## config.mk

```make
export PLATFORM = sky130hd
export DESIGN_NAME = five_channel_led_driver_registers_unit
export DESIGN_NICKNAME = d
export VERILOG_FILES = /design/src/hdl/fcld_pkg.sv /design/src/hdl/five_channel_led_driver_registers_unit.sv
export SDC_FILE = /design/constraint.sdc
export NUM_CORES = 1
export LEC_CHECK = 0
export ABC_AREA = 1
export BUFFER_PORTS_ARGS = -buffer_cell sky130_fd_sc_hd__buf_2
export CAP_MARGIN = 10
export CORE_MARGIN = 3
export CORE_UTILIZATION = 34
export CTS_CLUSTER_DIAMETER = 80
export DETAILED_ROUTE_END_ITERATION = 10
export SLEW_MARGIN = 10
export SYNTH_ARGS = -nofsm -noshare
export SYNTH_HDL_FRONTEND = slang
export SYNTH_SLANG_ARGS = --single-unit
export TNS_END_PERCENT = 10
```

## constraint.sdc

```tcl
create_clock -name clock -period 4 [get_ports clock]
set_input_delay 0.8 -clock clock [delete_from_list [all_inputs] [get_ports clock]]
set_output_delay 0.8 -clock clock [all_outputs]
set_load 0.05 [all_outputs]
```

## src/hdl/fcld_pkg.sv

```systemverilog
// Shared types and constants for the five-channel LED driver register block.
// No dependencies; used by five_channel_led_driver_registers_unit.
package fcld_pkg;

   // Bus byte kinds
   typedef enum logic [1:0] {
      OP_ADDR   = 2'd0,
      OP_DATA   = 2'd1,
      OP_STOP   = 2'd2,
      OP_UNUSED = 2'd3
   } op_type;

   // Per-byte status codes
   typedef enum logic [1:0] {
      ST_OK       = 2'd0,
      ST_ADDR_ERR = 2'd1,
      ST_OVERFLOW = 2'd2,
      ST_NO_TXN   = 2'd3
   } status_type;

   // Register map layout
   localparam int          LAYOUT_CHANNELS = 5;
   localparam logic [3:0]  REG_ENABLE      = 4'h0;
   localparam logic [3:0]  CURR_BASE       = 4'h1;
   localparam logic [3:0]  GRAY_BASE       = 4'h6;
   localparam logic [4:0]  REG_COUNT       = 5'd16;
   localparam logic [4:0]  NO_REG          = 5'd16;
   localparam logic [2:0]  NO_CHANNEL      = 3'd5;

   // Address byte bit positions
   localparam int ADDR_FLAG_BIT = 7;
   localparam int AWAKE_BIT     = 5;

   typedef struct packed {
      op_type     op;
      logic [7:0] data;
   } req_payload_type;

   typedef struct packed {
      status_type status;
      logic       asleep;
      logic [4:0] enable_mask;
      logic [4:0] reg_written;
      logic [2:0] channel;
      logic [9:0] brightness;
      logic [7:0] current_code;
   } rsp_payload_type;

endpackage

```

## src/hdl/five_channel_led_driver_registers_unit.sv

```systemverilog
// Results are offered on rsp_ from the result register. One byte per cycle while
// req_stall is low; the register file update and the channel view are one pass of
// logic ahead of the result register, and a two-entry output (result register plus
// skid register) keeps req_ open while one result waits.
// Reset (synchronous, active high): register file cleared, pointer zero, device
// asleep, no transaction open, output empty.
//
// Register file and result path of the LED driver receiver.
// Depends on fcld_pkg.
module five_channel_led_driver_registers_unit #(
   parameter int NUM_CHANNELS = 5
) (
   input  logic                        clock,
   input  logic                        reset,
   input  logic                        req_valid,
   output logic                        req_stall,
   input  fcld_pkg::req_payload_type   req_payload,
   output logic                        rsp_valid,
   input  logic                        rsp_stall,
   output fcld_pkg::rsp_payload_type   rsp_payload
);

   localparam int ACTIVE = (NUM_CHANNELS < fcld_pkg::LAYOUT_CHANNELS) ?
                           NUM_CHANNELS : fcld_pkg::LAYOUT_CHANNELS;
   localparam logic [4:0] EN_MASK = 5'((1 << ACTIVE) - 1);
   localparam int LANES = fcld_pkg::LAYOUT_CHANNELS;

   // Device state
   logic [4:0] en_ff, en_in;
   logic [7:0] curr_ff [LANES];
   logic [7:0] curr_in [LANES];
   logic [4:0] lo_ff   [LANES];
   logic [4:0] lo_in   [LANES];
   logic [4:0] hi_ff   [LANES];
   logic [4:0] hi_in   [LANES];
   logic [4:0] wp_ff, wp_in;
   logic       sleep_ff, sleep_in;
   logic       open_ff, open_in;

   // Output stage
   logic                      rsp_valid_ff, rsp_valid_in;
   fcld_pkg::rsp_payload_type rsp_ff, rsp_in;
   logic                      skid_valid_ff, skid_valid_in;
   fcld_pkg::rsp_payload_type skid_ff, skid_in;

   logic                       accept;
   logic                       out_free;
   logic                       do_write;
   logic [3:0]                 wp4;
   logic [2:0]                 ch_raw;
   logic                       ch_ok;
   fcld_pkg::status_type       status_c;
   logic [4:0]                 reg_c;
   logic [7:0]                 sel_curr;
   logic [4:0]                 sel_lo;
   logic [4:0]                 sel_hi;
   logic                       sel_en;
   fcld_pkg::rsp_payload_type  rsp_c;

   assign req_stall   = skid_valid_ff;
   assign accept      = req_valid && !skid_valid_ff;
   assign rsp_valid   = rsp_valid_ff;
   assign rsp_payload = rsp_ff;
   assign out_free    = !rsp_valid_ff || !rsp_stall;
   assign wp4         = wp_ff[3:0];

   // Byte decode: control state and write strobe
   always_comb begin
      sleep_in = sleep_ff;
      wp_in    = wp_ff;
      open_in  = open_ff;
      status_c = fcld_pkg::ST_OK;
      reg_c    = fcld_pkg::NO_REG;
      do_write = 1'b0;
      case (req_payload.op)
         fcld_pkg::OP_ADDR: begin
            if (!req_payload.data[fcld_pkg::ADDR_FLAG_BIT]) begin
               status_c = fcld_pkg::ST_ADDR_ERR;
               open_in  = 1'b0;
            end else begin
               sleep_in = !req_payload.data[fcld_pkg::AWAKE_BIT];
               wp_in    = {1'b0, req_payload.data[3:0]};
               open_in  = 1'b1;
            end
         end
         fcld_pkg::OP_DATA: begin
            if (!open_ff) begin
               status_c = fcld_pkg::ST_NO_TXN;
            end else if (wp_ff[4]) begin
               // pointer already past the last register: drop the byte
               status_c = fcld_pkg::ST_OVERFLOW;
               wp_in    = fcld_pkg::REG_COUNT;
            end else begin
               do_write = 1'b1;
               reg_c    = wp_ff;
               wp_in    = wp_ff + 5'd1;
            end
         end
         fcld_pkg::OP_STOP: begin
            open_in = 1'b0;
         end
         default: begin
         end
      endcase
   end

   // Channel owning the addressed register
   always_comb begin
      if (wp4 >= fcld_pkg::GRAY_BASE) begin
         ch_raw = 3'((wp4 - fcld_pkg::GRAY_BASE) >> 1);
      end else begin
         ch_raw = 3'(wp4 - fcld_pkg::CURR_BASE);
      end
      ch_ok = do_write && (wp4 != fcld_pkg::REG_ENABLE) && (ch_raw < 3'(ACTIVE));
   end

   // Register file next values, one lane per channel
   always_comb begin
      en_in = en_ff;
      if (do_write && wp4 == fcld_pkg::REG_ENABLE) begin
         en_in = req_payload.data[4:0] & EN_MASK;
      end
      for (int k = 0; k < LANES; k++) begin
         curr_in[k] = curr_ff[k];
         lo_in[k]   = lo_ff[k];
         hi_in[k]   = hi_ff[k];
         if (do_write && wp4 == fcld_pkg::CURR_BASE + 4'(k)) begin
            curr_in[k] = req_payload.data;
         end
         if (do_write && wp4 == fcld_pkg::GRAY_BASE + 4'(2 * k)) begin
            lo_in[k] = req_payload.data[4:0];
         end
         if (do_write && wp4 == fcld_pkg::GRAY_BASE + 4'(2 * k + 1)) begin
            hi_in[k] = req_payload.data[4:0];
         end
      end
   end

   // Channel view after the write
   always_comb begin
      sel_curr = '0;
      sel_lo   = '0;
      sel_hi   = '0;
      sel_en   = 1'b0;
      for (int k = 0; k < LANES; k++) begin
         if (ch_raw == 3'(k)) begin
            sel_curr = curr_in[k];
            sel_lo   = lo_in[k];
            sel_hi   = hi_in[k];
            sel_en   = en_in[k];
         end
      end
      rsp_c.status       = status_c;
      rsp_c.asleep       = sleep_in;
      rsp_c.enable_mask  = en_in;
      rsp_c.reg_written  = reg_c;
      rsp_c.channel      = ch_ok ? ch_raw : fcld_pkg::NO_CHANNEL;
      rsp_c.current_code = ch_ok ? sel_curr : 8'd0;
      rsp_c.brightness   = (ch_ok && !sleep_in && sel_en) ? {sel_hi, sel_lo} : 10'd0;
   end

   // Output register and skid register
   always_comb begin
      rsp_valid_in  = rsp_valid_ff;
      rsp_in        = rsp_ff;
      skid_valid_in = skid_valid_ff;
      skid_in       = skid_ff;
      if (out_free) begin
         if (skid_valid_ff) begin
            rsp_in        = skid_ff;
            rsp_valid_in  = 1'b1;
            skid_valid_in = 1'b0;
         end else begin
            rsp_in       = rsp_c;
            rsp_valid_in = accept;
         end
      end else if (accept) begin
         skid_in       = rsp_c;
         skid_valid_in = 1'b1;
      end
   end

   // State registers
   always_ff @(posedge clock) begin
      if (reset) begin
         en_ff    <= '0;
         wp_ff    <= '0;
         sleep_ff <= 1'b1;
         open_ff  <= 1'b0;
         for (int k = 0; k < LANES; k++) begin
            curr_ff[k] <= '0;
            lo_ff[k]   <= '0;
            hi_ff[k]   <= '0;
         end
      end else if (accept) begin
         en_ff    <= en_in;
         wp_ff    <= wp_in;
         sleep_ff <= sleep_in;
         open_ff  <= open_in;
         for (int k = 0; k < LANES; k++) begin
            curr_ff[k] <= curr_in[k];
            lo_ff[k]   <= lo_in[k];
            hi_ff[k]   <= hi_in[k];
         end
      end
   end

   // Output control
   always_ff @(posedge clock) begin
      if (reset) begin
         rsp_valid_ff  <= 1'b0;
         skid_valid_ff <= 1'b0;
      end else begin
         rsp_valid_ff  <= rsp_valid_in;
         skid_valid_ff <= skid_valid_in;
      end
   end

   // Output payload
   always_ff @(posedge clock) begin
      rsp_ff  <= rsp_in;
      skid_ff <= skid_in;
   end

`ifndef ASSERT_OFF
   // skid only fills behind a held result
   a_skid_behind_out: assert property (@(posedge clock) disable iff (reset)
      skid_valid_ff |-> rsp_valid_ff)
      else $error("skid register holds a result with the output register empty");

   // pointer never runs past one beyond the last register
   a_wp_range: assert property (@(posedge clock) disable iff (reset)
      wp_ff <= fcld_pkg::REG_COUNT)
      else $error("write pointer out of range");

   // a reported channel always comes from a successful register write
   a_channel_from_write: assert property (@(posedge clock) disable iff (reset)
      rsp_valid_ff && rsp_ff.channel != fcld_pkg::NO_CHANNEL |->
         rsp_ff.status == fcld_pkg::ST_OK && rsp_ff.reg_written != fcld_pkg::NO_REG)
      else $error("channel reported without a register write");

   // lit output needs the device awake
   a_dark_when_asleep: assert property (@(posedge clock) disable iff (reset)
      rsp_valid_ff && rsp_ff.asleep |-> rsp_ff.brightness == 10'd0)
      else $error("nonzero brightness while asleep");

   // a transfer into an empty output is offered on the next cycle
   a_accept_to_out: assert property (@(posedge clock) disable iff (reset)
      accept && !rsp_valid_ff |=> rsp_valid_ff)
      else $error("accepted byte produced no result");
`endif

endmodule

```

# [Word-level counts from Yosys, hierarchy flattened]
# Memories as Yosys holds them, arrays and structs flattened.
# Index checks and enable logic that the tools add are counted.
# Widths: inputs -> output; s select.
[word_totals] register_bits=82 ramBits=90 in_bits=14 output_inout_bits=36 wordCells=184 n_memories=3
[classes] add_sub_neg=3 magnitude_cmp=2 n_eq_ne=23 muxes=80 n_bitwise=16 n_reduce_logical=37
[memory_table] memory="curr_ff" words=5 word_bits=8 rd=5 rd_ports_with_merged_regs=0 wr=5 line_no="five_channel_led_driver_registers_unit.sv:30" source="logic [7:0] curr_ff [LANES];"
[memory_table] memory="hi_ff" words=5 word_bits=5 rd=5 rd_ports_with_merged_regs=0 wr=5 line_no="five_channel_led_driver_registers_unit.sv:34" source="logic [4:0] hi_ff [LANES];"
[memory_table] memory="lo_ff" words=5 word_bits=5 rd=5 rd_ports_with_merged_regs=0 wr=5 line_no="five_channel_led_driver_registers_unit.sv:32" source="logic [4:0] lo_ff [LANES];"
[ops] op="$mux 5" count=37
[ops] op="$mux 8" count=16
[ops] op="$mux 34" count=1
[ops] op="$eq 4x4->1 const B" count=8
[ops] op="$logic_and 1x1->1" count=21
[ops] op="$mux 1" count=18
[ops] op="$eq 4x3->1 const B" count=4
[ops] op="$or 1x1->1" count=15
[ops] op="$mux 10" count=1
[ops] op="$pmux 5 s2" count=1
[ops] op="$eq 4x2->1 const B" count=2
[ops] op="$eq 3x2->1 const B" count=2
[ops] op="$mux 3" count=2
[ops] op="$add 5x1->5 const B" count=1
[ops] op="$logic_not 1->1" count=5
[ops] op="$eq 4x1->1 const B" count=1
[ops] op="$ge 4x3->1 const B" count=1
[ops] op="$logic_not 4->1" count=1
[ops] op="$mux 2" count=2
[ops] op="$ne 2x2->1 const B" count=2
[ops] op="$pmux 2 s2" count=1
[ops] op="$reduce_and 2->1" count=2
[ops] op="$reduce_and 4->1" count=1
[ops] op="$reduce_bool 2->1" count=2
[ops] op="other kinds (14)" count=14

# [Depth between registers and ports, before layout]
# Gate-level depths: netlist of the first run.
[logic_depth] ltp_word=13 depth_mapped=17 ltp_nobuf=15

# [Worst setup path after synthesis of the first run]
# Ideal clock, no wire load.
[synth_path] path_kind="input to register" start="input req_valid" end="memory curr_ff[0][0], enable pin" setup_time_ns=0.454 arrival_time_ns=3.189 required_time_ns=3.546 path_slack_ns=0.356 stages=4 path_buffers=0 cell_sequence="inv_1 -> nor2_1 -> inv_1 -> nand2_1"
[synth_rtl] element="start, declared" line_no="five_channel_led_driver_registers_unit.sv:15" source="input logic req_valid,"
[synth_rtl] element="end, declared" line_no="five_channel_led_driver_registers_unit.sv:30"

# [Worst setup path after layout of the first run]
[layout_path] start="register wp_ff[2]" end="register rsp_ff (netlist bit rsp_payload[11]), data pin"
[layout_via] elab_chain_len=11 word_cells_on_any_way=45 classes_between="add/sub (2); order compare (2); eq/ne (9); mux (19); reduce/logical (13)"
[layout_lines] element="start, declared" line_no="five_channel_led_driver_registers_unit.sv:36" source="logic [4:0] wp_ff, wp_in;"
[layout_lines] element="start signal, assigned" line_no="five_channel_led_driver_registers_unit.sv:197" source="wp_ff <= wp_in;"
[layout_lines] element="$sub 4x3->4 (tied with other cells)" line_no="five_channel_led_driver_registers_unit.sv:110" source="ch_raw = 3'((wp4 - fcld_pkg::GRAY_BASE) >> 1);"
[layout_lines] element="$mux 3 / $logic_and 1x1->1 (equally long branches)" line_no="five_channel_led_driver_registers_unit.sv:109, five_channel_led_driver_registers_unit.sv:120"
[layout_lines] element="$logic_not 3->1 / $mux 5 (equally long branches)" line_no="five_channel_led_driver_registers_unit.sv:146, five_channel_led_driver_registers_unit.sv:120"
[layout_lines] element="$mux 1 (5 in a row)" line_no="five_channel_led_driver_registers_unit.sv:146" source="if (ch_raw == 3'(k)) begin"
[layout_lines] element="$logic_and 1x1->1" line_no="five_channel_led_driver_registers_unit.sv:159" source="rsp_c.brightness = (ch_ok && !sleep_in && sel_en) ? {sel_hi, sel_lo} : 10'd0;"
[layout_lines] element="$mux 10 (*)" line_no="five_channel_led_driver_registers_unit.sv:159"
[layout_lines] element="$mux 34 (*)" line_no="five_channel_led_driver_registers_unit.sv:169" source="if (skid_valid_ff) begin"
[layout_lines] element="end signal, assigned" line_no="five_channel_led_driver_registers_unit.sv:221" source="rsp_ff <= rsp_in;"
[layout_lines] element="end, declared" line_no="five_channel_led_driver_registers_unit.sv:42" source="fcld_pkg::rsp_payload_type rsp_ff, rsp_in;"
# Every way passes the cells marked *; elsewhere a longest branch is shown, timed or not.
# A chain may end at the register's enable or synchronous reset.

==> results of run 1 <==
==> registers in the layout, indices dropped and copies added (netlist names) <==
register and count:
curr_ff 40, en_ff 5, hi_ff 25, lo_ff 25
open_ff 1, req_stall 1, rsp_payload 34, rsp_valid 1
skid_ff 34, sleep_ff 1, wp_ff 5
==> where the power goes <==
part           total (mW)  switching (mW)  internal, mW
combinational       0.404           0.309        0.0948
clock                1.67           0.824         0.846
sequential           2.08          0.0268          2.05
total                4.15            1.16          2.99
==> worst max-delay path: stages (launching register included) <==
cell and delay, ns:
dfxtp_1 0.70, ha_1 0.27, xor2_1 0.24, nand2_1 0.10
nand2_1 0.33, nand2_1 0.21, nor2_2 0.36, nand2_1 0.09
nand3_1 0.15, nor2_1 0.06, nor2_1 0.21, nand3_2 0.10
nand2_1 0.09
==> per-stage QoR <==
step	std cells	total power, mW
CTS	1401	4.18
global route	1401	4.30
detailed placement	1369	2.52
global placement	1369	2.52
finish	1401	4.15
floorplan	1017	2.41
==> final cells by class <==
class | instances | share of cell area [%]
clock buffers | 17 | 4.19
multi-input cells | 672 | 31.7
inverters | 132 | 5.03
flip-flops and latches | 172 | 49.5
well taps | 330 | 4.07
repair buffers | 63 | 3.70
clock inverters | 15 | 1.71
==> metal layers <==
metal	vias up	part of all wire [%]	GRT usage, %
li1	3426	-	-
met1	3237	49	23.2
met2	192	45	25.9
met3	23	4.5	2.49
met4	0	1.6	4.55
met5	-	0	0
==> final timing paths <==
kind / cells past startpoint / end / start / slack (ns)
hold / removal: 2 / en_ff[1]$_SDFFE_PP0P_ / en_ff[1]$_SDFFE_PP0P_ / 0.49
setup / recovery: 12 / rsp_payload[11]$_DFFE_PP_ / wp_ff[2]$_SDFFE_PP0P_ / 0.95
hold reg to reg: 2 / en_ff[1]$_SDFFE_PP0P_ / en_ff[1]$_SDFFE_PP0P_ / 0.49
setup reg to reg: 12 / rsp_payload[11]$_DFFE_PP_ / wp_ff[2]$_SDFFE_PP0P_ / 0.95
==> cell families (layout without fill, tap and decap cells) <==
logic type	count (synthesis)	count (layout)	share of synthesized area, %
and+or+nand+nor	509	509	25.1
adders and majority gates	5	5	0.699
buffers and inverters	173	227	8.06
AOI/OAI and AO/OA	156	156	9.85
DFF	172	172	56.1
xor gates and xnor gates	2	2	0.196
==> cells in the mapped netlist (10+ instances only) <==
| cell | number | area, sq um |
|---|---|---|
| o21a_1 | 20 | 150 |
| nand4_1 | 11 | 68.8 |
| edfxtp_1 | 158 | 4740 |
| a21oi_1 | 43 | 215 |
| buf_2 | 10 | 50.1 |
| dfxtp_1 | 14 | 280 |
| clkbuf_1 | 25 | 93.8 |
| nor2_1 | 152 | 571 |
| o21ai_0 | 72 | 360 |
| nand2_1 | 268 | 1010 |
| inv_1 | 125 | 469 |
| nand3_1 | 29 | 145 |
| nand3_2 | 17 | 170 |
==> metrics.cfg, run 1 <==
[die]
initial_core_util_pct = 35.1
design.die.area_sq_mm = 0.0283
die_w_microns = 168
die_y_microns = 168
io_pins = 50
rows = 58
core-area_sq_mm = 0.0255

[grt]
grt_max_degree = 49
grt_overflow = 0
grt_usage_pct = 16.3
antenna_found_initial = 0
grt_pass1_vias = 6550
grt_pass1_wl_microns = 36500

[critical_path]
criticalPathCategory = reg2reg
required_ns = 4.31
startpoint_type = flip-flop
crit_fanout = 11
worstPathArrival_ns = 3.36
cp-end-kind = flip-flop

[placement]
port_buffers = 49
pre_cts_slack_ns = 0.862
place_hpwl_microns = 15200
placed_cell_area_sq_mm = 0.00954
gp_congestion = 0.843

[finish]
final_cell_mix = nand2_1 (266), edfxtp_1 (158), nor2_1 (151)
multi_input_area_sq_mm = 0.00322
final_area_sq_mm = 0.0101
layout_commonest_cell = nand2_1
final_nets = 1077
post-route-util_pct = 39.7
diodes = 0
nFillCells = 2556
register_area_sq_mm = 0.00502
areaGrowthSynthToFinish_pct = 13.3
drive_above_1_share_pct = 14.0

[synthesis]
avgSynthCellArea_sq_um = 8.80
synthArstFlopShare_pct = 0
synth_cell_types = 39
seq_area_frac_synth_pct = 56.1
synth_flop_cell = edfxtp_1
synth_nets = 1036
synth_edf_count = 158
ys_ff_latch = 172
syn-cell-area_sq_mm = 0.00895
ys_warn_count = 0
syn-instance-count = 1017

[flow_run]
cap_violations = 0

[route]
drtAntennaViolNets = 0
avgViaCountPerCell = 4.91
routed_wirelength_microns = 22500
wire_per_inst_microns = 16.0
via_count = 6878
drt_iter0_markers = 612
drt-pass1-iter-count = 5
drc = 0

[sta]
hold_ws_ns = 0.486
skew_ns = 0.00893
fin_ws_ns = 0.947
max_freq_ghz = 0.328
setup_tns_ns = 0
tightest_slew_ns = 0.744
slew_viol_final = 0
setup_viol = 0
rsz0062_at_grt = false
finalHoldViolCount = 0
timing.final.crit_share_pct = 76.3
post-route-min-period_ns = 3.05
maxSlewHeadroom_pct = 50.3

[clock_tree]
clock-sinks = 172
h-tree-depth = 4
cts_tree = done
clk_path_buf_depth = 2
numCtsBuffers = 17
post_cts_resized = 0
cts-root-buf = clkbuf_16
clkTransAtPathRegs_ns = 0.08
postCtsHoldBufs = 0
clk_latency_ns = 0.43
post_cts.repair.setup_buffers = 0

[run_status]
status = completed

[pwr]
vdd_drop_max_v = 0.000307
powerDensity_mw_per_mm2 = 410
p_leak_nw = 4.17

[min_path]
hp-class = reg2reg

Note: power is estimated with default switching activity, not from simulation.
==> inputs of run 2 (changes only) <==
==> constraint.sdc (replaced) <==
create_clock -name clock -period 2.5 [get_ports clock]
set_input_delay 0.5 -clock clock [delete_from_list [all_inputs] [get_ports clock]]
set_output_delay 0.5 -clock clock [all_outputs]
set_load 0.05 [all_outputs]
==> run 2 against run 1 <==
  * Combinational power is 75% higher
  * Sequential cell count stayed put
  * Final area is 4.8% higher
  * Global-route usage is 0.12 points lower
  * Critical endpoint is now rsp_payload[1]$_DFFE_PP_
==> metrics.cfg, run 2 (synthesized netlist as in run 1, its figures left out) <==
[clock_tree]
clkTransAtPathRegs_ns = 0.07  ; was 0.08 ns
clk_path_buf_depth = 2  ; unchanged
cts-root-buf = clkbuf_16  ; unchanged
clock-sinks = 172  ; unchanged
clk_latency_ns = 0.44  ; was 0.43 ns
numCtsBuffers = 17  ; unchanged
cts_tree = done  ; unchanged
h-tree-depth = 4  ; unchanged

[critical_path]
criticalPathCategory = reg2reg  ; unchanged
crit_buf_inv = 5  ; was 0
cp-end-kind = flip-flop  ; unchanged
path_cells = inv_1 > ha_1 > inv_1 > nand2_1 > nand2_1 > nand3_1 > nand2_1 > buf_4 > buf_4 > nor2_4 > buf_12 > nor2_1 > nand4_1 > nand3_1 > nand2_1  ; was ha_1 > xor2_1 > nand2_1 > nand2_1 > nand2_1 > nor2_2 > nand2_1 > nand3_1 > nor2_1 > nor2_1 > nand3_2 > nand2_1
startpoint_type = flip-flop  ; unchanged
crit_fanout = 25  ; was 11
path_common_cell = nand2_1  ; unchanged
crit_path_max_incr_delay_ns = 0.38  ; was 0.70 ns
worstPathArrival_ns = 2.51  ; was 3.36 ns
required_ns = 2.69  ; was 4.31 ns
crit_family = simple AND/OR/NAND/NOR gates  ; unchanged
cpMaxStageDelayCell = dfxtp_2  ; was dfxtp_1

[sta]
post-route-min-period_ns = 2.31  ; was 3.05 ns
max_freq_ghz = 0.432  ; was 0.328 GHz
slew_viol_final = 0  ; unchanged
rsz0062_at_grt = true  ; was false
setup_viol = 0  ; unchanged
skew_ns = 0.00956  ; was 0.00893 ns
finalHoldViolCount = 0  ; unchanged
maxSlewHeadroom_pct = 67.4  ; was 50.3%
fin_ws_ns = 0.185  ; was 0.947 ns
timing.final.crit_share_pct = 92.6  ; was 76.3%
tightest_slew_ns = 0.484  ; was 0.744 ns

[finish]
diodes = 0  ; unchanged
nFillCells = 2539  ; was 2556
layout_commonest_cell = nand2_1  ; unchanged
multi_input_area_sq_mm = 0.00325  ; was 0.00322 sq mm
largest_reg_flops = 40  ; unchanged
final_cell_mix = nand2_1 (262), edfxtp_1 (158), nor2_1 (150)  ; was nand2_1 (266), edfxtp_1 (158), nor2_1 (151)
post-route-util_pct = 41.6  ; was 39.7%
final_nets = 1126  ; was 1077
areaGrowthSynthToFinish_pct = 18.7  ; was 13.3%
register_area_sq_mm = 0.00503  ; was 0.00502 sq mm
top_register = curr_ff  ; unchanged
drive_above_1_share_pct = 18.8  ; was 14.0%

[placement]
place_hpwl_microns = 16100  ; was 15200 microns
gp_congestion = 0.869  ; was 0.843
port_buffers = 49  ; unchanged
pre_cts_slack_ns = 0.112  ; was 0.862 ns

[flow_run]
cap_violations = 0  ; unchanged

[route]
wire_per_inst_microns = 15.6  ; was 16.0 microns
drc = 0  ; unchanged
routed_wirelength_microns = 22700  ; was 22500 microns
drt-pass1-iter-count = 5  ; unchanged
drt_iter0_markers = 548  ; was 612
via_count = 6946  ; was 6878
drtAntennaViolNets = 0  ; unchanged
avgViaCountPerCell = 4.79  ; was 4.91

[grt]
top_usage_layer = met2  ; unchanged
antenna_found_initial = 0  ; unchanged
grt_max_degree = 87  ; was 49
grt_usage_pct = 16.2  ; was 16.3%
use_met2_pct = 24.5  ; was 25.9%
grt_pass1_vias = 6451  ; was 6550
grtUsageMet3_pct = 2.70  ; was 2.49%
grt_use_met1_pct = 23.3  ; was 23.2%
grt_overflow = 0  ; unchanged
grt_pass1_wl_microns = 36200  ; was 36500 microns

[pwr]
vdd_drop_max_v = 0.000474  ; was 0.000307 V
p_leak_nw = 4.45  ; was 4.17 nW
powerDensity_mw_per_mm2 = 624  ; was 410 mW/mm^2

[die]
core-area_sq_mm = 0.0255  ; unchanged
io_pins = 50  ; unchanged
rows = 58  ; unchanged
design.die.area_sq_mm = 0.0283  ; unchanged
initial_core_util_pct = 35.1  ; unchanged
die_y_microns = 168  ; unchanged
die_w_microns = 168  ; unchanged

[run_status]
status = completed  ; unchanged

[min_path]
hp-class = in2reg  ; was reg2reg

run 2: changes by cell type in the layout (fill, tap and decap cells not counted), sizes merged:
| cell | delta |
|---|---|
| inv | +1 |
| buf | +49 |
| clkinvlp | +1 |
| clkinv | -2 |
run 2: timing repair:
item | 4_1_cts | 5_1_grt
setup endpoints to repair | 0 | 25
setup buffers | 0 | 2
resized for setup | 0 | 11
hold buffers | 0 | 0
run 2: worst register-to-register path, cell delays in order (launching register included):
cell     delay [ns]
dfxtp_2        0.38
inv_1          0.07
ha_1           0.20
inv_1          0.08
nand2_1        0.06
nand2_1        0.06
nand3_1        0.06
nand2_1        0.14
buf_4          0.19
buf_4          0.13
nor2_4         0.04
buf_12         0.16
nor2_1         0.13
nand4_1        0.19
nand3_1        0.14
nand2_1        0.06
run 2: metal layers:
metal	wire length, microns	part of all wire (%)
met2	10000	44
met4	580	2.6
met1	11000	49
met5	0	0
met3	1020	4.5
run 2: path summary, 6_finish.rpt:
path / startpoint / endpoint / slack [ns] / cells after the start
min: reset / wp_ff[1]$_SDFFE_PP0P_ / 0.36 / 2
max reg2reg: wp_ff[1]$_SDFFE_PP0P_ / rsp_payload[1]$_DFFE_PP_ / 0.19 / 15
min reg2reg: en_ff[2]$_SDFFE_PP0P_ / en_ff[2]$_SDFFE_PP0P_ / 0.49 / 2
max: wp_ff[1]$_SDFFE_PP0P_ / rsp_payload[1]$_DFFE_PP_ / 0.19 / 15
run 2: report_power, final:
group	switching [mW]	internal [mW]	total (mW)
registers	0.0364	3.28	3.32
logic	0.510	0.195	0.706
clock network	1.28	1.33	2.61
run 2: area by class of cell:
| class | count | area share, % |
|---|---|---|
| clock buffer | 17 | 4.00 |
| clock inverter | 15 | 1.38 |
| inverter | 132 | 4.80 |
| multi-input combinational | 672 | 30.6 |
| sequential | 172 | 47.3 |
| tap | 330 | 3.88 |
| timing repair buffer | 112 | 8.05 |
run 2: metrics by stage:
stage | hold WS [ns] | setup TNS [ns] | power [mW] | cell area, sq um | std cells
global placement | 0.460 | 0 | 4.08 | 10000 | 1416
floorplan | 0.447 | -6.41 | 3.85 | 8970 | 1017
detailed placement | 0.466 | 0 | 4.09 | 10000 | 1416
finish | 0.360 | 0 | 6.63 | 10600 | 1450
CTS | 0.361 | 0 | 6.67 | 10600 | 1448
global route | 0.362 | -0.0214 | 6.86 | 10600 | 1450
